===== src/hdl/sbe_pkg.sv =====
// Shared types and constants for the stack bytecode executor.
// No dependencies; every other file of the block but sbe_div uses this package.
`timescale 1ns / 1ps
`default_nettype none
package sbe_pkg;

   localparam int STACK_DEPTH_DEF = 256;
   localparam int CONST_DEPTH_DEF = 256;
   localparam int SLOT_SHIFT      = 3;   // eight bytes to a slot
   localparam int SLOT_W          = 32 - SLOT_SHIFT;

   typedef enum logic [3:0] {
      CMD_PRINT  = 4'd0,
      CMD_ADD    = 4'd1,
      CMD_SUB    = 4'd2,
      CMD_MUL    = 4'd3,
      CMD_DIV    = 4'd4,
      CMD_PUSHC  = 4'd5,
      CMD_POP    = 4'd6,
      CMD_RESV   = 4'd7,
      CMD_STORE  = 4'd8,
      CMD_LOAD   = 4'd9,
      CMD_DEFINE = 4'd10,
      CMD_CLEAR  = 4'd11
   } cmd_type;

   typedef enum logic [2:0] {
      ST_OK       = 3'd0,
      ST_UNDER    = 3'd1,
      ST_DIVZERO  = 3'd2,
      ST_BADCONST = 3'd3,
      ST_BADOFS   = 3'd4,
      ST_UNKNOWN  = 3'd5,
      ST_OVER     = 3'd6,
      ST_HALTED   = 3'd7
   } status_type;

   typedef struct packed {
      logic [3:0]  command;
      logic [31:0] operand;
      logic [63:0] const_value;
   } req_type;

   typedef struct packed {
      logic [2:0]  status;
      logic        print_valid;
      logic [63:0] print_value;
      logic [8:0]  depth_now;
   } rsp_type;

   // Decoded instruction as it travels from front to back.
   typedef struct packed {
      cmd_type           cmd;
      logic [31:0]       operand;
      logic [SLOT_W-1:0] slot;
      logic [63:0]       const_value;
   } op_type;

endpackage
`default_nettype wire


===== src/hdl/sbe_front.sv =====
// Front end: accepts request words, decodes them and queues them for the back end.
// Depends on sbe_pkg.
`timescale 1ns / 1ps
`default_nettype none
module sbe_front (
   input  wire logic             clock,
   input  wire logic             reset,
   input  wire logic             req_valid,
   output logic                  req_stall,
   input  wire sbe_pkg::req_type req_data,
   output logic                  q_valid,
   output sbe_pkg::op_type       q_head,
   input  wire logic             q_pop
);

   sbe_pkg::op_type entry_ff [2];
   logic            wr_ptr_ff, wr_ptr_in;
   logic            rd_ptr_ff, rd_ptr_in;
   logic [1:0]      fill_ff, fill_in;
   sbe_pkg::op_type decoded;
   logic            push;

   // Decode the incoming word.
   always_comb begin
      decoded.cmd         = sbe_pkg::cmd_type'(req_data.command);
      decoded.operand     = req_data.operand;
      decoded.slot        = req_data.operand[31:sbe_pkg::SLOT_SHIFT];
      decoded.const_value = req_data.const_value;
   end

   assign req_stall = (fill_ff == 2'd2);
   assign push      = req_valid && !req_stall;
   assign q_valid   = (fill_ff != 2'd0);
   assign q_head    = entry_ff[rd_ptr_ff];

   // Pointer and fill bookkeeping of the two-entry queue.
   always_comb begin
      wr_ptr_in = push  ? !wr_ptr_ff : wr_ptr_ff;
      rd_ptr_in = q_pop ? !rd_ptr_ff : rd_ptr_ff;
      fill_in   = fill_ff + {1'b0, push} - {1'b0, q_pop};
   end

   always_ff @(posedge clock) begin
      if (reset) begin
         wr_ptr_ff <= 1'b0;
         rd_ptr_ff <= 1'b0;
         fill_ff   <= 2'd0;
      end else begin
         wr_ptr_ff <= wr_ptr_in;
         rd_ptr_ff <= rd_ptr_in;
         fill_ff   <= fill_in;
      end
   end

   // Queue storage.
   always_ff @(posedge clock) begin
      if (push) begin
         entry_ff[wr_ptr_ff] <= decoded;
      end
   end

endmodule
`default_nettype wire


===== config.mk =====
export PLATFORM = sky130hd
export DESIGN_NAME = sbe_front
export DESIGN_NICKNAME = d
export VERILOG_FILES = /design/src/hdl/sbe_pkg.sv /design/src/hdl/sbe_front.sv
export SDC_FILE = /design/constraint.sdc
export NUM_CORES = 1
export LEC_CHECK = 0
export ABC_AREA = 1
export BUFFER_PORTS_ARGS = -buffer_cell sky130_fd_sc_hd__buf_4
export CAP_MARGIN = 10
export CORE_ASPECT_RATIO = 0.9
export CORE_MARGIN = 4
export CORE_UTILIZATION = 35
export CTS_BUF_LIST = sky130_fd_sc_hd__clkbuf_8 sky130_fd_sc_hd__clkbuf_16
export DETAILED_ROUTE_END_ITERATION = 10
export HOLD_SLACK_MARGIN = 0.03
export SETUP_SLACK_MARGIN = 0.5
export SLEW_MARGIN = 20
export SYNTH_ARGS = -nofsm -noshare
export SYNTH_HDL_FRONTEND = slang
export SYNTH_SLANG_ARGS = --single-unit

===== constraint.sdc =====
create_clock -name clock -period 6.8 [get_ports clock]
set_input_delay 0.34 -clock clock [delete_from_list [all_inputs] [get_ports clock]]
set_output_delay 0.34 -clock clock [all_outputs]
set_load 0.05 [all_outputs]

# Yosys cells after proc, flatten, opt, wreduce, memory -nomap -nowiden
# Memory sizes are Yosys's and may differ from the RTL's. A register that Yosys moved wholly into a read port is not among the register bits.
# Cells that the tools add are included.
[word_totals] reg_bits=4 ram_bits=258 input_bits=104 mem_count=1
[op_classes] addsub=2 eq_ne=1 n_mux=4 reduce_logical=5
[memory_table] memory="entry_ff" words=2 width=129 rd=1 rd_ports_with_merged_regs=1 wr=1 line="sbe_front.sv:16" text="sbe_pkg::op_type entry_ff [2];"
[op_table] cell="$mux 1" n=4
[op_table] cell="$logic_not 1->1" n=3
[op_table] cell="$add 2x1->2" n=1
[op_table] cell="$eq 2x2->1 const B" n=1
[op_table] cell="$reduce_bool 2->1" n=1
[op_table] cell="$sub 2x1->2" n=1
[op_table] cell="$logic_and 1x1->1" n=1

# Logic depth before layout (Yosys ltp)
# Gate-level depths: netlist (run 1).
[logic_depth] ltp_word=5 depth_mapped=11

# Worst setup path before layout (run 1)
# No wires, ideal clock.
[synth_timing] path_type="reg-to-reg" start="register fill_ff[0]" end="memory entry_ff[0][0] in the netlist's numbering (enable)" t_arrival_ps=4697 path_slack_ps=1543 stages_incl_launch_ff=5 period_less_slack_ps=5257 cell_sequence="dfxtp_1 inv_1 nand2_1 nand2_1 nor2_1"
[synth_via] elab_chain_len=5
[synth_lines] element="from (decl)" line="sbe_front.sv:19" text="logic [1:0] fill_ff, fill_in;"
[synth_lines] element="from (signal assigned)" line="sbe_front.sv:51" text="fill_ff <= fill_in;"
[synth_lines] element="$eq 2x2->1" line="sbe_front.sv:31" text="assign req_stall = (fill_ff == 2'd2);"
[synth_lines] element="$logic_not 1->1" line="sbe_front.sv:32" text="assign push = req_valid && !req_stall;"
[synth_lines] element="$logic_and 1x1->1" line="sbe_front.sv:32"
[synth_lines] element="$mux 1" line="sbe_front.sv:57" text="if (push) begin"
[synth_lines] element="$mux 1 (not written as such)" line="sbe_front.sv:58" text="entry_ff[wr_ptr_ff] <= decoded;"
[synth_lines] element="to (decl)" line="sbe_front.sv:16"
# Every way passes these cells.

==> results.md, run 1 <==
* 1st-iter DRT viols at ~170
* CTS tree: built
* Buffers on Ports at ~230
* Final Slew Violations at 0
* Worst setup path endpoint: q_head[66]
* DRC viols at 0
* Total negative slack at 0 ns
* Netlist cell types at 13
* Comb power frac at 25.4%
* Leakage at 4.680 nW
* Ant. Diodes at 0
* Via density at 4.314
* Worst path bufs/invs at 2
* Detailed Route WL at between 15000 and 20000 µm
* Worst setup SP type: register
* Xor/xnor share of the synthesized area at less than 1%
* Reg clk slew, reported paths at around 0.060 ns
* Post-synthesis compound-gate area fraction at 0.1225%
* Status: finished, final reports clean
* Crit Path Class: reg -> out
* Fill cell total of the finished layout at 1841
* Required time worst endpoint at 6.46 ns
* FF-to-FF Start: fill_ff[0]
* Adder-Cell Fraction of Synth Area at 0.3062%
* R2r endpoint: entry_ff[1][106]
* Clock skew at around 0.0063 ns
* Area leader, netlist: edfxtp_1
* Die area at 25860 µm²
* NumNets Final at 804
* # rows at 52
* Die X at 169.1 µm
* Multiplexer share of the synthesized area at between 10% and 20%
* Vias in the first global route at 4686
* R2R depth at 5
* Ys Warns at 0
* Layout cells sized above 1 at 51.90%
* Final Hold Violating Endpoints at 0
* Sw Share at about 30%
* Worst Tran Pin Value at roughly 1.1 ns
* Clock power share at a little under a third
* IO Pins at 235
* Core Footprint at around 23000 µm²
* First-pass detailed-route iteration total at 4
* Setup Fix Bufs, Post-CTS at 0
* R2R setup slack at approximately 4.5 ns
* Setup Viol. Count Final at 0
* Initial core utilization at 35.99%
* Wire per inst at 16.48 µm
* Root buf cell: clkbuf_16
* Worst hold slack at between 0.1 and 0.15 ns
* H-Tree Depth at 1
* Maximum capacitance violations at 0
* Register area share after synthesis at around 75%
* Gr usage total at around 12%
* Arrival time at the worst endpoint at 2.96 ns
* Clk buf depth at 3
* Dpl hpwl at 10730 µm
* First-pass GRT wire length at ~25000 µm
* P&R area growth vs syn at 42.16%
* Main combinational cell family by area after synthesis: multiplexers
* Max Freq at between 300 and 400 MHz
* Worst VDD drop at 0.1920 mV
* Area share of and/or/nand/nor cells after synthesis at 0.7195%
* Synthesis-stage register bit count at a little over 200
* Worst path depth at 3
* Min-delay worst type: in -> reg
* Tcrit/Tclk final at 48.56%
* Internal at around 2.5 mW
* Largest net degree at the start of global routing at between 50 and 60
* Post-Synthesis Cells at 374
* Syn nets at 480
* Die Y at 153.0 µm
* Register share of total power at a little over two fifths
* Slew Limit Headroom at between 20% and 30%
* Post-Syn Area per Cell at approximately 22 µm²
* Synth top area share at 73.48%
* Synth area leaders: edfxtp_1 73%, mux2_4 18%, buf_4 2.7%, buf_12 2.4%, dfxtp_1 1.2%
* Vias at 4349
* Sw Pwr at roughly 1.1 mW
* Final Critical Period at between 3 and 4 ns
* Hold_buf cts at 101
* Worst-skew pair later-pin latency at between 0.4 and 0.5 ns
* Total CTS buffers at 23
* GP Congestion at 0.6872
* Cell family with most CP delay: buffers and inverters
* Max incr delay on CP at 0.91 ns
* CP max stage cell: buf_4
* Sinks on Clock Net at 205
* Synthesized area at 8173 µm²
* Highest net fanout along the worst path at 56
* Initial antenna violation count at 0
* Global route overflow at 0
* CP Cell Sequence: buf_4 > mux2_4 > buf_4
* # resized after CTS at 0
* PD cells at 310.8 nW/µm²
* Final ANT Viol Nets at 0
* Most used cell, CP: buf_4
* RSZ-0062 raised after global routing: false
* Crit path capture type: output pin
==> tightest hold or removal path: stages <==
cell	delay [ns]
buf_4	0.10
xnor2_1	0.07
nor2_1	0.08
==> cell usage after synthesis (all sizes together) <==
| cell type | n |
|---|---|
| a21oi | 2 |
| inv | 9 |
| buf | 40 |
| nor2 | 6 |
| nand2 | 7 |
| dfxtp | 5 |
| edfxtp | 200 |
| nand3 | 2 |
| ha | 2 |
| mux2 | 100 |
| xnor2 | 1 |
==> metrics by stage <==
| step | cells | instance area, µm² | worst slack, ns | total power, mW | utilization, % |
|---|---|---|---|---|---|
| 2_1_floorplan | 374 | 8173 | 1.543 | 2.257 | - |
| 3_3_place_gp | 869 | 9916 | 3.992 | 2.451 | 43.67 |
| 3_5_place_dp | 869 | 9916 | 3.947 | 2.464 | 43.67 |
| 4_1_cts | 1008 | 11620 | 3.411 | 3.665 | 51.17 |
| 5_1_grt | 1008 | 11620 | 3.332 | 3.751 | 51.17 |
| 6_report | 1008 | 11620 | 3.498 | 3.611 | 51.17 |
==> cells by family after synthesis <==
kind of cell    count (synthesis)
compound gates                  2
fa+ha+maj                       2
mux                           100
xor+xnor                        1
buf+inv                        49
simple gates                   15
flops                         205
==> registers in the layout, summed over array words and instances (netlist names), named ones only <==
register / flops
entry_ff: 200
fill_ff: 2
rd_ptr_ff: 1
wr_ptr_ff: 1
==> area by class of cell <==
cell class / instances / area [µm²] / share of cell area [%]
sequential: 205 / 6110 / 52.58
timing repair buffer: 339 / 2798 / 24.08
clock inverter: 15 / 116.4 / 1.002
tap: 297 / 371.6 / 3.198
inverter: 9 / 36.28 / 0.3123
multi-input combinational: 120 / 1612 / 13.87
clock buffer: 23 / 575.6 / 4.954
==> cells in the final DEF, fill, tap and decap left out, drive strengths merged <==
| master | instances |
|---|---|
| mux2 | 100 |
| dfxtp | 5 |
| clkinv | 8 |
| xnor2 | 1 |
| nand3 | 2 |
| a21oi | 2 |
| clkbuf | 23 |
| edfxtp | 200 |
| bufinv | 2 |
| inv | 14 |
| nor2 | 6 |
| ha | 2 |
| nand2 | 7 |
| buf | 238 |
| dlygate4sd3 | 101 |
==> how the worst min path moves through the flow <==
stage / start / end / cells past startpoint
after floorplan: reset / fill_ff[0] / 1
after global placement: rd_ptr_ff / rd_ptr_ff / 2
after detailed placement: rd_ptr_ff / register / 2
after CTS: q_pop / register / 3
after global routing: q_pop / rd_ptr_ff / 3
final: q_pop / register / 3
==> metal layers <==
metal | global-route usage (%) | wire (µm)
met1 | 14.73 | 6622
met3 | 3.228 | 1235
met2 | 21.18 | 8276
met4 | 3.335 | 474
met5 | 0 | 0
==> power by group through the flow <==
stage / Combinational [mW] / Clock, mW / Sequential, mW
after global routing: 0.959 / 1.22 / 1.57
after global placement: 0.871 / 0 / 1.58
final: 0.918 / 1.14 / 1.56
after detailed placement: 0.878 / 0 / 1.59
after CTS: 0.928 / 1.18 / 1.56
after floorplan: 0.681 / 0 / 1.58
Power figures use the tool's default switching activity.
==> inputs of run 2 (changes only) <==
==> constraint.sdc (replaced) <==
create_clock -name clock -period 3.3 [get_ports clock]
set_input_delay 0.165 -clock clock [delete_from_list [all_inputs] [get_ports clock]]
set_output_delay 0.165 -clock clock [all_outputs]
set_load 0.05 [all_outputs]
==> run 2 against run 1 <==
Compared with the run above:
- count of clock-buffer cells in the layout did not move
- register-to-register slack worse by 3.0 ns
- sequential cell count is the same
- final area rose by 0.83%
- clock power is 110% higher
- combinational power grew 110%
- die area unchanged
- routed wire length shrank 0.35%
- worst setup slack got worse by 2.7 ns
- final cell count up 1.1%
- global-route usage about the same
- highest routed layer unchanged
==> results.md, run 2 (synthesis results as in run 1) <==
* Slew Limit Headroom at 47.80%
* Crit path capture type: output pin
* Maximum capacitance violations at 0
* Worst path depth at 3
* Layout cells sized above 1 at 52.36%
* Global route overflow at 0
* Die X at 169.1 µm
* Final Hold Violating Endpoints at 0
* Worst VDD drop at approximately 0.35 mV
* Cell family with most CP delay: flip-flops
* Status: finished, final reports clean
* DRC viols at 0
* H-Tree Depth at 1
* Register share of total power at roughly 43%
* Reg clk slew, reported paths at 0.06 ns
* Final Slew Violations at 0
* Die area at 25860 µm²
* R2r endpoint: entry_ff[0][126]
* Sinks on Clock Net at ~210
* Worst setup path endpoint: q_head[23]
* Largest register FFs at 200
* Vias at 4418
* Via density at 4.336
* Max incr delay on CP at 0.76 ns
* Clock skew at around 0.022 ns
* Leading cell types in the layout, fill and taps excluded: 240 x buf_4, 200 x edfxtp_1, 103 x dlygate4sd3_1
* First-pass GRT wire length at 25430 µm
* CP max stage cell: dfxtp_4
* Setup Viol. Count Final at 0
* Crit Path Class: reg -> out
* CTS tree: built
* NumNets Final at 809
* PD cells at 642.0 nW/µm²
* Tcrit/Tclk final at 74.66%
* Initial antenna violation count at 2
* FF-to-FF Start: fill_ff[0]
* First-pass detailed-route iteration total at 4
* Worst Tran Pin Value at ~0.78 ns
* Vias in the first global route at 4791
* Final ANT Viol Nets at 0
* Worst setup SP type: register
* R2R depth at 5
* Die Y at 153.0 µm
* Largest net degree at the start of global routing at between 50 and 60
* Worst path bufs/invs at 2
* Most used cell, CP: buf_4
* Core Util, Final at 51.59%
* P&R area growth vs syn at 43.34%
* CP Cell Sequence: buf_4 > mux2_4 > buf_4
* Internal at ~5.3 mW
* Wire per inst at approximately 16 µm
* Detailed Route WL at 16550 µm
* Root buf cell: clkbuf_16
* Regs by FF count: entry_ff x200, fill_ff x2
* Required time worst endpoint at 3.13 ns
* Clk buf depth at 3
* IO Pins at 235
* Highest net fanout along the worst path at 34
* Buffers on Ports at 234
* RSZ-0062 raised after global routing: false
* # resized after CTS at 0
* Total negative slack at 0 ns
* # rows at 52
* Gr usage total at 12.13%
* Total CTS buffers at 23
* Comb power frac at roughly a quarter
* Sw Pwr at between 2 and 2.5 mW
* Leakage at 4.710 nW
* Commonest non-fill, non-tap cell in the layout: buf_4
* R2R setup slack at 1.50 ns
* Dpl hpwl at between 10000 and 15000 µm
* Sw Share at 29.97%
* Initial core utilization at between 30% and 40%
* Min-delay worst type: in -> reg
* GP Congestion at 0.7429
* Worst-skew pair later-pin latency at about 0.5 ns
* Arrival time at the worst endpoint at roughly 2.3 ns
* Core Footprint at 22710 µm²
* Biggest register: entry_ff
* Final Critical Period at 2.464 ns
* 1st-iter DRT viols at 206
* Max Freq at between 400 and 500 MHz
* Clock power share at 32.1%
run 2: final cells by class:
type / count / area, µm²
fill: 1781 / 10990
sequential: 205 / 6110
timing repair buffer: 344 / 2853
multi-input combinational: 120 / 1612
clock buffer: 23 / 575.6
tap: 297 / 371.6
clock inverter: 19 / 151.4
inverter: 9 / 37.54
antenna: 2 / 5.005
run 2: worst register-to-register path, stage by stage, from the launching register on:
cell	delay [ns]
dfxtp_1	0.35
inv_1	0.06
nand2_1	0.12
nand2_1	0.13
nor2_4	0.10
buf_4	0.61
run 2: power groups by stage:
stage                     sequential [mW]  clock, mW  combinational (mW)
after floorplan                      3.23          0                1.41
after global placement               3.25          0                1.80
after detailed placement             3.26          0                1.82
after CTS                            3.21       2.49                1.92
after global routing                 3.22       2.60                1.98
final                                3.20       2.42                1.90
run 2: worst min-delay path by stage:
stage | from | endpoint | depth (start not counted)
floorplan | reset | fill_ff[0] | 1
global placement | req_data[50] | entry_ff[0][50] | 1
detailed placement | req_data[7] | entry_ff[1][7] | 1
CTS | req_data[35] | entry_ff[0][35] | 2
global route | req_data[60] | entry_ff[0][60] | 2
finish | req_data[60] | entry_ff[0][60] | 2
run 2: per-stage QoR:
| stage | area, µm² | worst slack (ns) | instances | power [mW] | hold slack [ns] |
|---|---|---|---|---|---|
| after global placement | 9952 | 1.375 | 872 | 5.051 | 0.3503 |
| after global routing | 11720 | 0.7149 | 1019 | 7.811 | 0.3668 |
| after floorplan | 8184 | 0.8386 | 374 | 4.633 | 0.2362 |
| after CTS | 11710 | 0.7868 | 1017 | 7.617 | 0.3572 |
| after detailed placement | 9952 | 1.342 | 872 | 5.076 | 0.3525 |
| final | 11720 | 0.8361 | 1019 | 7.521 | 0.3798 |
run 2: repair_timing:
action                                 4_1_cts  5_1_grt
endpoints found under the hold margin      205        0
hold buffers                               103        0
setup endpoints to repair                    0        0
setup buffers                                0        0
run 2: layer usage:
layer	share of wire, %	up-vias	global-route usage [%]
met5	0	-	0
met4	3.2	0	3.756
met3	8.1	36	3.254
met2	50	183	21.43
met1	39	2125	14.44
li1	-	2074	-
==> inputs of run 3 (changes only) <==
==> constraint.sdc (replaced) <==
create_clock -name clock -period 2.21 [get_ports clock]
set_input_delay 0.1105 -clock clock [delete_from_list [all_inputs] [get_ports clock]]
set_output_delay 0.1105 -clock clock [all_outputs]
set_load 0.05 [all_outputs]
==> run 3 against run 2 <==
Compared with the run above:
- clock power is 37% higher
- clock skew down 0.010 ns
- power increased by 52%
- critical endpoint is now q_head[119]
- largest cell class unchanged
- highest routed layer unchanged
==> results.md, run 3 (synthesis results as in run 1) <==
* Leading cell types in the layout, fill and taps excluded: 200 x edfxtp_1, 135 x buf_4, 103 x dlygate4sd3_1
* Final Critical Period at 1.855 ns
* CTS tree: built
* Worst VDD drop at 0.4658 mV
* DP Cell Count at 872
* Buffers on Ports at around 230
* Core Util, Final at between 50% and 60%
* Largest register FFs at 200
* Maximum capacitance violations at 0
* Max incr delay on CP at approximately 0.4 ns
* Clock skew at 0.01231 ns
* CP Cell Sequence: buf_4 > buf_12 > mux2_4 > buf_4
* 1st-iter DRT viols at 205
* Layout cells sized above 1 at between 50% and 60%
* PD cells at 909.4 nW/µm²
* DRC viols at 0
* Crit Path Class: reg -> out
* R2R setup slack at between 0.6 and 0.7 ns
* Initial antenna violation count at 0
* Sinks on Clock Net at 205
* P&R area growth vs syn at 53.52%
* Tcrit/Tclk final at between 80% and 90%
* Vias in the first global route at just under 5000
* Final ANT Viol Nets at 0
* Die X at 169.1 µm
* Most used cell, CP: buf_4
* Required time worst endpoint at 2.10 ns
* Final Hold Violating Endpoints at 0
* Gr usage total at 13.06%
* Vias at 4545
* Slew Limit Headroom at 69.84%
* Crit path capture type: output pin
* CP max stage cell: dfxtp_4
* First-pass detailed-route iteration total at 4
* RSZ-0062 raised after global routing: true
* Regs by FF count: entry_ff x200, fill_ff x2
* Worst setup SP type: register
* Min-delay worst type: in -> reg
* Setup Viol. Count Final at 0
* NumNets Final at 828
* Highest net fanout along the worst path at 7
* Worst-skew pair later-pin latency at 0.50 ns
* Largest net degree at the start of global routing at 68
* Post-route cell area at ~13000 µm²
* Reg clk slew, reported paths at 0.06 ns
* # rows at 52
* Dpl hpwl at 10690 µm
* Via density at 4.396
* Biggest register: entry_ff
* Wire per inst at 18.17 µm
* IO Pins at 235
* Status: finished, final reports clean
* Number of non-filler instances in the completed layout at ~1000
* Commonest non-fill, non-tap cell in the layout: edfxtp_1
* Final Slew Violations at 0
* Clk buf depth at 3
* Core Footprint at 22710 µm²
* Leakage at 5.032 nW
* Global route overflow at 0
* Detailed Route WL at 18780 µm
* Die area at about 26000 µm²
* Total CTS buffers at 23
* Ant. Diodes at 0
* Worst Tran Pin Value at 0.4523 ns
* Root buf cell: clkbuf_16
* GP Congestion at 0.7666
* Max Freq at 539.0 MHz
* Placed cell areas at 10020 µm²
* H-Tree Depth at 1
* Arrival time at the worst endpoint at 1.74 ns
* Die Y at roughly 150 µm
* Initial core utilization at 35.99%
* First-pass GRT wire length at 27200 µm
run 3: per-layer routing:
layer  up-vias  wire length (µm)  global-route usage (%)
met5         -                 0                       0
met4         0               346                   2.683
met3        25              1154                   3.125
met2       177              9441                   22.69
met1      2236              7841                   16.77
li1       2107                 -                       -
run 3: worst paths after layout:
check | start | end | depth (start not counted)
worst max register to register | fill_ff[0] | fill_ff[1] | 10
worst min register to register | rd_ptr_ff | rd_ptr_ff | 2
worst min-delay path | reset | fill_ff[0] | 3
worst max-delay path | register | q_head[119] | 4
run 3: cell type report:
cell class | instances | area (µm²)
Sequential cell | 205 | 6111
Clock inverter | 17 | 77.57
Clock buffer | 23 | 575.6
Multi-Input combinational cell | 120 | 1627
Timing Repair Buffer | 363 | 3747
Tap cell | 297 | 371.6
Inverter | 9 | 37.54
Fill cell | 1716 | 10160
run 3: per-stage QoR:
step	hold slack [ns]	TNS, ns	setup slack, ns	total power [mW]
2_1_floorplan	0.1743	-35.00	-0.1927	6.929
3_3_place_gp	0.2901	0	0.6176	7.584
3_5_place_dp	0.2983	0	0.5969	7.618
4_1_cts	0.3144	0	0.3191	11.36
5_1_grt	0.3164	0	0.3031	11.85
6_report	0.3352	0	0.3546	11.41
run 3: repair_timing:
item / CTS / global route
resized for setup: 65 / 57
hold buffers: 103 / 0
buffers inserted: 6 / 0
hold endpoints to repair: 205 / 0
cloned: 6 / 7
setup endpoints to repair: 129 / 129
run 3: critical path, delay by kind of cell, from the launching register on:
kind     cells  cell delay, ns
buf+inv      3            0.51
flops        1            0.40
mux          1            0.32
run 3: power by group:
part,switching (mW),internal (mW)
combinational,1.93,1.41
sequential,0.0951,4.67
clock,1.44,1.88
